$ cat config.mk
export PLATFORM = sky130hd
export DESIGN_NAME = iaal_cell
export DESIGN_NICKNAME = d
export VERILOG_FILES = /design/src/iaal_pkg.sv /design/src/iaal_cell.sv
export SDC_FILE = /design/constraint.sdc
export NUM_CORES = 1
export LEC_CHECK = 0
export BUFFER_PORTS_ARGS = -buffer_cell sky130_fd_sc_hd__clkbuf_2
export CAP_MARGIN = 20
export CORE_UTILIZATION = 40
export DETAILED_ROUTE_END_ITERATION = 16
export PLACE_DENSITY = 0.81
export SLEW_MARGIN = 20
export SYNTH_ARGS = -nofsm -noshare
export SYNTH_HDL_FRONTEND = slang
export SYNTH_SLANG_ARGS = --single-unit
$ cat constraint.sdc
create_clock -name clk -period 3.2 [get_ports clk]
set_input_delay 0.48 -clock clk [delete_from_list [all_inputs] [get_ports clk]]
set_output_delay 0.48 -clock clk [all_outputs]
set_load 0.1 [all_outputs]
$ cat src/iaal_pkg.sv
// Shared types and constants for the indexed array list.
package iaal_pkg;

  localparam int DATA_W       = 32;
  localparam int POS_W        = 7;
  localparam int OUT_CNT_W    = 8;
  // Wide enough for any capacity up to 4096 plus one.
  localparam int IDX_W        = 13;
  localparam int DEF_CAPACITY = 128;
  // Cells per first-level read OR group.
  localparam int GRP          = 16;

  typedef enum logic [1:0] {
    OP_APPEND = 2'd0,
    OP_INSERT = 2'd1,
    OP_ERASE  = 2'd2,
    OP_READ   = 2'd3
  } op_t;

  typedef enum logic [1:0] {
    ST_DONE  = 2'd0,
    ST_FULL  = 2'd1,
    ST_RANGE = 2'd2
  } status_t;

  // Broadcast to every cell each cycle.
  typedef struct packed {
    logic              ins;   // open a slot at 'at', shift higher cells up
    logic              del;   // close the slot at 'at', shift higher cells down
    logic [IDX_W-1:0]  at;    // target index (also the read index)
    logic [DATA_W-1:0] value;
  } cell_ctl_t;

endpackage

$ cat src/iaal_cell.sv
// One list slot: holds an entry and trades it with its neighbors.
module iaal_cell
  import iaal_pkg::*;
#(
  parameter int IDX = 0
) (
  input  logic              clk,
  input  cell_ctl_t         ctl,
  input  logic [DATA_W-1:0] left_data,   // entry of slot IDX-1
  input  logic [DATA_W-1:0] right_data,  // entry of slot IDX+1
  output logic [DATA_W-1:0] data,
  output logic [DATA_W-1:0] rd_data      // entry if this slot is addressed, else zero
);

  localparam logic [IDX_W-1:0] MY_IDX = IDX_W'(IDX);

  logic [DATA_W-1:0] data_r;
  logic [DATA_W-1:0] data_nxt;
  logic              hit;
  logic              above;

  assign hit   = (ctl.at == MY_IDX);
  assign above = (MY_IDX > ctl.at);

  always_comb begin
    data_nxt = data_r;
    if (ctl.ins) begin
      if (hit) data_nxt = ctl.value;
      else if (above) data_nxt = left_data;
    end else if (ctl.del) begin
      if (hit || above) data_nxt = right_data;
    end
  end

  always_ff @(posedge clk) begin
    data_r <= data_nxt;
  end

  assign data    = data_r;
  assign rd_data = hit ? data_r : '0;

endmodule

==> results.sh, run 1 <==
export IMPL_async_reset_ff_share_pct=0
export IMPL_ys_types=14
export IMPL_fin_crit_sh_pct=74.2
export IMPL_p_leak_nw=1.61
export IMPL_grt_max_degree=45
export IMPL_ir_worst_vdd_mv=0.166
export IMPL_syn_to_final_growth_pct=65.9
export IMPL_placed_area_um2=3690
export IMPL_synth_area_leaders="edfxtp_1 42%, a311o_1 14%, a41oi_1 12%"
export IMPL_cp_start_kind="input port"
export IMPL_path_class="input port to output port"
export IMPL_grt_use_total_pct=23.5
export IMPL_final_area_um2=3770
export IMPL_numClockSinks=32
export IMPL_cts_buffers=5
export IMPL_fin_cells=462
export IMPL_rows=27
export IMPL_required_ns=2.72
export IMPL_drc=0
export IMPL_die_width_um=77.4
export IMPL_grt_pass1_wl_mm=11.1
export IMPL_power_per_cell_area_nw_per_um2=248
export IMPL_ys_flop_type="edfxtp_1"
export IMPL_dr_pass1_iters=5
export IMPL_grt_pass1_vias=2379
export IMPL_largest_reg_flops=32
export IMPL_clockRootBuffer="clkbuf_8"
export IMPL_grt_overflow=0
export IMPL_dpl_hpwl_mm=5.32
export IMPL_fin_crit_ns=2.38
export IMPL_max_slew_margin_rel_pct=55.3
export IMPL_p_comb_share_pct=19.6
export IMPL_arrival_ns=1.90
export IMPL_synth_edf_count=32
export IMPL_n_antenna_cell=0
export IMPL_synth_top_area_share_pct=42.3
export IMPL_seqPwrFrac_pct=49.6
export IMPL_worst_pin_slew_ns=0.671
export IMPL_setup_violations=0
export IMPL_n_fill_cell=443
export IMPL_gp_congestion=0.776
export IMPL_drive_above_1_share_pct=50.3
export IMPL_p_clk_share_pct=30.7
export IMPL_crit_fanout=38
export IMPL_wirelength_mm=7.17
export IMPL_boundaryPins=176
export IMPL_syn_num_nets=340
export IMPL_initial_utilization_pct=41.3
export IMPL_final_max_slew_violation_count=0
export IMPL_cts_resized=0
export IMPL_synth_seq_area_share_pct=42.3
export IMPL_ctsHtreeMaxLevel=2
export IMPL_cap_viol_max_count=0
export IMPL_switching_share_pct=23.9
export IMPL_num_vias=2521
export IMPL_synth_seq_cells=32
export IMPL_final_nets=502
export IMPL_clock_path_buffers=2
export IMPL_clk_pin_slew_ns=0.07
export IMPL_die_y_um=77.4
export IMPL_hold_viol=0
export IMPL_netlist_area_um2=2270
export IMPL_power_internal_mw=0.712
export IMPL_finish_utilization_pct=68.5
export IMPL_grt_setup_unrepaired="no"
export IMPL_holdBufCountCts=0
export IMPL_postCtsSetupBuffers=0
export IMPL_dp_cells=455
export IMPL_postSynthCellCount=228
export IMPL_ys_warnings_count=0
export IMPL_netlist_top_cell_by_area="edfxtp_1"
export IMPL_wl_per_cell_um=15.5
export IMPL_dieArea_um2=5990
export IMPL_synth_area_per_cell_um2=9.97
export IMPL_min_delay_start="ctl[5]"
export IMPL_via_per_inst=5.46
export IMPL_drtAntennaViolNets=0
export IMPL_holdPathEnd="data[5]"
export IMPL_setup_tns_ns=0
export IMPL_p_total_mw=0.936
export IMPL_whs_path_depth=2
export IMPL_cts_tree="yes"
export IMPL_core_um2=5510
export IMPL_hold_class="input port to flip-flop"
export IMPL_status="complete, no violations"
export IMPL_fmax_mhz=421
export IMPL_antenna_found_initial=0
export IMPL_p_sw_mw=0.224
export IMPL_cp_end_kind="output port"
export IMPL_drt_iter0_markers=156
export IMPL_place_port_buffers=175
-- worst max-delay path: stages --
cell      delay, ns
clkbuf_2       0.10
nor4_4         0.30
and4_2         0.26
buf_4          0.31
and2_1         0.24
buf_12         0.18
-- worst max-delay path by stage --
stage          cells past startpoint     from           to  slack (ns)
5_1_grt                            6  ctl[41]  rd_data[27]        0.71
3_3_place_gp                       6  ctl[41]   rd_data[8]        0.84
2_1_floorplan                      5  ctl[34]  rd_data[22]        0.54
3_5_place_dp                       6  ctl[41]  rd_data[27]        0.80
6_report                           6  ctl[41]  rd_data[16]        0.82
4_1_cts                            6  ctl[41]  rd_data[27]        0.79
-- per-stage QoR --
step	hold WS (ns)	setup slack (ns)
after floorplan	0.710	0.541
after global placement	0.794	0.837
after detailed placement	0.809	0.800
after CTS	0.517	0.792
after global routing	0.521	0.706
final	0.529	0.825
-- layer usage --
layer / global-route usage [%] / up-vias / wire length, um
met5: 0 / - / 0
met4: 7.36 / 0 / 38
met3: 4.47 / 4 / 537
met2: 43.6 / 148 / 3850
met1: 26.8 / 1158 / 2740
li1: - / 1211 / -
-- area by class of cell --
type / count / area (um^2) / share of cell area (%)
Sequential cell: 32 / 961 / 25.5
Clock buffer: 6 / 72.6 / 1.92
Multi-Input combinational cell: 166 / 1200 / 31.8
Clock inverter: 1 / 5.00 / 0.133
Tap cell: 72 / 90.1 / 2.39
Timing Repair Buffer: 185 / 1440 / 38.3
-- power by group through the flow --
stage,Combinational (mW),Clock [mW],Sequential (mW)
2_1_floorplan,0.0936,0,0.474
6_report,0.184,0.288,0.464
3_3_place_gp,0.177,0,0.473
4_1_cts,0.184,0.298,0.464
3_5_place_dp,0.183,0,0.473
5_1_grt,0.201,0.307,0.464
-- logic make-up after synthesis --
| family | count (synthesis) | share of synthesized area (%) |
|---|---|---|
| AO/OA/AOI/OAI | 65 | 26.8 |
| AND/OR/NAND/NOR | 101 | 24.8 |
| flip-flops | 32 | 42.3 |
| buffers and inverters | 30 | 6.17 |
-- placed cells by master (no fill, tap or decap), drive strengths merged, types with 2 or more instances in the layout --
cell,netlist,layout
nand2,32,32
a311o,32,32
nor4,2,2
nor2b,32,32
clkbuf,14,149
and2,32,32
edfxtp,32,32
buf,16,42
a41oi,32,32
Note: power is estimated with default switching activity, not from simulation.
==> run 2, diff against run 1 <==
==> constraint.sdc (replaced) <==
create_clock -name clk -period 2.2 [get_ports clk]
set_input_delay 0.33 -clock clk [delete_from_list [all_inputs] [get_ports clk]]
set_output_delay 0.33 -clock clk [all_outputs]
set_load 0.1 [all_outputs]
==> run 2 against run 1 <==
  * Critical path depth did not move
  * First-iteration DRC count fell by 17%
  * Combinational power rose by 45%
  * Clock power rose by 91%
  * Cell count did not move
  * Wire length rose by 3.6%
  * Setup slack got worse by 0.58 ns
  * Utilization rose by 2.1 points
  * Final area rose by 3.0%
  * Count of clock-buffer cells in the layout did not move
  * Sequential power rose by 45%
  * Highest routed layer unchanged
==> results.sh, run 2 (synthesis results as in run 1) <==
export IMPL_status="complete, no violations"
export IMPL_whs_path_depth=2
export IMPL_dieArea_um2=5990
export IMPL_final_max_slew_violation_count=0
export IMPL_worst_pin_slew_ns=0.551
export IMPL_busiest_layer="met2"
export IMPL_power_internal_mw=1.16
export IMPL_numClockSinks=32
export IMPL_hold_viol=0
export IMPL_drc=0
export IMPL_cp_startpoint="ctl[41]"
export IMPL_via_per_inst=5.46
export IMPL_fin_cells=462
export IMPL_wirelength_mm=7.43
export IMPL_largest_reg_flops=32
export IMPL_switching_share_pct=22.6
export IMPL_crit_fanout=31
export IMPL_place_port_buffers=175
export IMPL_max_slew_margin_rel_pct=63.4
export IMPL_postCtsSetupBuffers=0
export IMPL_drt_iter0_markers=129
export IMPL_hold_class="input port to flip-flop"
export IMPL_gp_congestion=0.738
export IMPL_dp_cells=454
export IMPL_die_y_um=77.4
export IMPL_p_sw_mw=0.337
export IMPL_clock_path_buffers=2
export IMPL_grt_util_met1_pct=27.1
export IMPL_drive_above_1_share_pct=58.7
export IMPL_dr_pass1_iters=4
export IMPL_holdBufCountCts=0
export IMPL_grt_pass1_wl_mm=11.4
export IMPL_met3_usage_pct=5.41
export IMPL_grt_overflow=0
export IMPL_ctsHtreeMaxLevel=2
export IMPL_antenna_found_initial=0
export IMPL_met2_usage_pct=46.0
export IMPL_clockRootBuffer="clkbuf_8"
export IMPL_min_delay_start="ctl[26]"
export IMPL_initial_utilization_pct=41.3
export IMPL_boundaryPins=176
export IMPL_setup_tns_ns=0
export IMPL_path_class="input port to output port"
export IMPL_layout_common_cells="143 x clkbuf_2, 37 x buf_12"
export IMPL_p_comb_share_pct=17.9
export IMPL_fmax_mhz=511
export IMPL_wl_per_cell_um=16.1
export IMPL_n_antenna_cell=0
export IMPL_core_um2=5510
export IMPL_required_ns=1.87
export IMPL_clk_pin_slew_ns=0.07
export IMPL_grt_max_degree=98
export IMPL_grt_setup_unrepaired="no"
export IMPL_final_nets=501
export IMPL_cap_viol_max_count=0
export IMPL_p_leak_nw=1.65
export IMPL_grt_use_total_pct=24.2
export IMPL_grt_pass1_vias=2344
export IMPL_p_clk_share_pct=36.9
export IMPL_ir_worst_vdd_mv=0.252
export IMPL_syn_to_final_growth_pct=70.9
export IMPL_die_width_um=77.4
export IMPL_cts_resized=0
export IMPL_fin_crit_sh_pct=89.0
export IMPL_power_per_cell_area_nw_per_um2=384
export IMPL_rows=27
export IMPL_cts_buffers=5
export IMPL_seqPwrFrac_pct=45.2
export IMPL_setup_violations=0
export IMPL_layout_commonest_cell="clkbuf_2"
export IMPL_dpl_hpwl_mm=5.56
export IMPL_cts_tree="yes"
export IMPL_drtAntennaViolNets=0
export IMPL_num_vias=2522
export IMPL_cp_end_kind="output port"
export IMPL_fin_crit_ns=1.96
export IMPL_finish_utilization_pct=70.5
export IMPL_n_fill_cell=436
export IMPL_cp_start_kind="input port"
export IMPL_arrival_ns=1.63
run 2: layout make-up:
class	instances	area, um^2	share of cell area, %
clock buffers	6	72.6	1.87
clock inverters	2	35.0	0.902
multi-input cells	166	1240	31.9
flip-flops and latches	32	961	24.7
well taps	72	90.1	2.32
repair buffers	184	1490	38.3
run 2: final timing paths:
path / end
min: data[26]
max: rd_data[11]
run 2: critical path, cell delays in order:
cell      delay, ns
clkbuf_2       0.10
nor4_4         0.28
and4_2         0.33
buf_12         0.19
and2_2         0.20
buf_12         0.17
run 2: through the flow:
| step | setup slack [ns] | instance area (um^2) | total power, mW | hold WS (ns) |
|---|---|---|---|---|
| 6_report | 0.243 | 3880 | 1.49 | 0.373 |
| 4_1_cts | 0.228 | 3880 | 1.51 | 0.360 |
| 3_3_place_gp | 0.254 | 3780 | 0.942 | 0.645 |
| 5_1_grt | 0.175 | 3880 | 1.55 | 0.361 |
| 2_1_floorplan | 0.0532 | 2310 | 0.825 | 0.560 |
| 3_5_place_dp | 0.232 | 3780 | 0.953 | 0.656 |
run 2: power groups by stage:
stage / clock network (mW) / logic (mW) / registers [mW]
floorplan: 0 / 0.136 / 0.689
global placement: 0 / 0.254 / 0.688
detailed placement: 0 / 0.265 / 0.688
CTS: 0.564 / 0.266 / 0.675
global route: 0.582 / 0.294 / 0.675
finish: 0.551 / 0.267 / 0.675
run 2: metal layers:
| layer | routed length, um | up-vias | share of wire, % |
|---|---|---|---|
| li1 | - | 1211 | - |
| met1 | 2810 | 1196 | 38 |
| met2 | 4130 | 109 | 56 |
| met3 | 424 | 6 | 5.7 |
| met4 | 62 | 0 | 0.83 |
| met5 | 0 | - | 0 |
==> run 3, diff against run 2 <==
--- a/config.mk
+++ b/config.mk
@@ -5,11 +5,12 @@
 export SDC_FILE = /design/constraint.sdc
 export NUM_CORES = 1
 export LEC_CHECK = 0
+export ABC_AREA = 1
 export BUFFER_PORTS_ARGS = -buffer_cell sky130_fd_sc_hd__clkbuf_2
 export CAP_MARGIN = 20
-export CORE_UTILIZATION = 40
+export CORE_UTILIZATION = 41
 export DETAILED_ROUTE_END_ITERATION = 16
-export PLACE_DENSITY = 0.81
+export PLACE_DENSITY = 0.82
 export SLEW_MARGIN = 20
 export SYNTH_ARGS = -nofsm -noshare
 export SYNTH_HDL_FRONTEND = slang
==> run 3 against run 2 <==
  * Clock power shrank 27%
  * Sequential share of layout area down 1.2 points
  * Count of clock-buffer cells in the layout is 1 lower
  * Die area shrank 0.56%
  * Flip-flop and latch count stayed put
  * Non-clock buffer count up 3
  * Worst hold slack got worse by 0.045 ns
  * Synthesized area up 1.9%
  * Global-route usage increased by 2.1 points
  * Largest cell class unchanged
==> results.sh, run 3 <==
export IMPL_netlist_area_um2=2320
export IMPL_critPathMaxStageDelay_ns=0.27
export IMPL_worst_slack_ns=0.316
export IMPL_final_max_slew_violation_count=0
export IMPL_num_vias=2874
export IMPL_hold_class="input port to flip-flop"
export IMPL_fin_crit_ns=1.88
export IMPL_path_class="input port to output port"
export IMPL_arrival_ns=1.55
export IMPL_n_antenna_cell=0
export IMPL_layout_commonest_cell="clkbuf_2"
export IMPL_drt_iter0_markers=121
export IMPL_p_total_mw=1.30
export IMPL_cts_buffers=5
export IMPL_drive_above_1_share_pct=42.6
export IMPL_syn_to_final_growth_pct=76.1
export IMPL_placed_area_um2=4000
export IMPL_cts_resized=0
export IMPL_place_port_buffers=175
export IMPL_synth_top_area_share_pct=41.5
export IMPL_power_per_cell_area_nw_per_um2=320
export IMPL_clk_pin_slew_ns=0.07
export IMPL_grt_max_degree=33
export IMPL_wl_per_cell_um=12.9
export IMPL_final_nets=647
export IMPL_pre_cts_slack_ns=0.307
export IMPL_synth_edf_count=32
export IMPL_synth_seq_cells=32
export IMPL_synth_seq_area_share_pct=41.5
export IMPL_final_area_um2=4080
export IMPL_postSynthCellCount=361
export IMPL_ir_worst_vdd_mv=0.292
export IMPL_antenna_found_initial=0
export IMPL_layout_common_cells="143 x clkbuf_2, 100 x nand2_1, 99 x inv_1"
export IMPL_dpl_hpwl_mm=6.43
export IMPL_synth_most_common_cell="nand2_1"
export IMPL_holdBufCountCts=0
export IMPL_fin_crit_sh_pct=85.6
export IMPL_p_leak_nw=2.31
export IMPL_die_width_um=77.2
export IMPL_syn_num_nets=473
export IMPL_boundaryPins=176
export IMPL_max_slew_margin_rel_pct=62.2
export IMPL_path_cells="clkbuf_2, nor2_1, inv_1, nor2_1, nand2_4, buf_4, nor2_4, buf_12"
export IMPL_postCtsSetupBuffers=0
export IMPL_ys_warnings_count=0
export IMPL_worst_pin_slew_ns=0.569
export IMPL_slowest_stage="buf_4"
export IMPL_grt_use_total_pct=26.3
export IMPL_fmax_mhz=531
export IMPL_drc=0
export IMPL_dr_pass1_iters=4
export IMPL_synth_area_leaders="edfxtp_1 41%, nand2_1 16%, inv_1 16%"
export IMPL_ys_flop_type="edfxtp_1"
export IMPL_grt_pass1_vias=2864
export IMPL_via_per_inst=4.75
export IMPL_status="complete, no violations"
export IMPL_grt_setup_unrepaired="no"
export IMPL_ctsHtreeMaxLevel=2
export IMPL_cpMostUsedCell="nor2_1"
export IMPL_hold_viol=0
export IMPL_largest_reg_flops=32
export IMPL_synth_area_per_cell_um2=6.42
export IMPL_cp_end_kind="output port"
export IMPL_gp_congestion=0.854
export IMPL_netlist_top_cells_count="101 x nand2_1, 99 x inv_1, 64 x nand3_1"
export IMPL_crit_fanout=18
export IMPL_cap_viol_max_count=0
export IMPL_clockRootBuffer="clkbuf_8"
export IMPL_cp_start_kind="input port"
export IMPL_cts_tree="yes"
export IMPL_ys_types=10
export IMPL_initial_utilization_pct=43.9
export IMPL_rows=26
export IMPL_numClockSinks=32
export IMPL_dieArea_um2=5950
export IMPL_die_y_um=77.2
export IMPL_clock_path_buffers=2
export IMPL_required_ns=1.87
export IMPL_setup_violations=0
export IMPL_drtAntennaViolNets=0
export IMPL_core_um2=5270
export IMPL_async_reset_ff_share_pct=0
export IMPL_grt_overflow=0
export IMPL_whs_path_depth=3
export IMPL_wirelength_mm=7.80
export IMPL_netlist_top_cell_by_area="edfxtp_1"
export IMPL_grt_pass1_wl_mm=12.5
run 3: changes by cell type in the layout (fill, tap and decap cells not counted), sizes merged, moves of 3 or more:
cell,delta
nand2,+69
nand3,+64
nor2,+44
nor2b,-32
a41oi,-32
and2,-32
buf,+3
inv,+99
a311o,-32
run 3: cell type report:
cell class / count / area, um^2
multi-input combinational: 210 / 1120
clock buffer: 5 / 68.8
fill: 396 / 1190
inverter: 99 / 372
timing repair buffer: 187 / 1460
sequential: 32 / 961
tap: 70 / 87.6
clock inverter: 2 / 7.51
run 3: path summary, 6_finish.rpt:
check                     start     endpoint
setup / recovery        ctl[34]  rd_data[14]
hold / removal    right_data[0]      data[0]
run 3: layer usage:
metal  GRT usage (%)  share of wire (%)
met5               0                  0
met4            9.81                2.6
met3            4.64                7.3
met2            51.9                 54
met1            27.1                 36
run 3: report_power, final:
group | internal [mW] | switching, mW | leakage [nW] | total, mW
Combinational | 0.114 | 0.110 | 1.99 | 0.224
Sequential | 0.675 | 0.0000487 | 0.278 | 0.675
Clock | 0.208 | 0.195 | 0.0391 | 0.404
run 3: through the flow:
stage	hold slack (ns)	TNS [ns]	util (%)	std cells
after floorplan	0.516	-0.0128	-	361
after global placement	0.600	0	75.9	598
after detailed placement	0.604	0	75.9	598
after CTS	0.323	0	77.4	605
after global routing	0.342	0	77.4	605
final	0.328	0	77.4	605
run 3: cells by family after synthesis:
family	Yosys count	synth area share, %
buffers and inverters	119	20.8
DFF	32	41.5
and+or+nand+nor	210	37.7
run 3: worst max-delay path, delay by kind of cell:
kind | cells | cell delay [ns]
buf+inv | 4 | 0.58
simple gates | 4 | 0.63
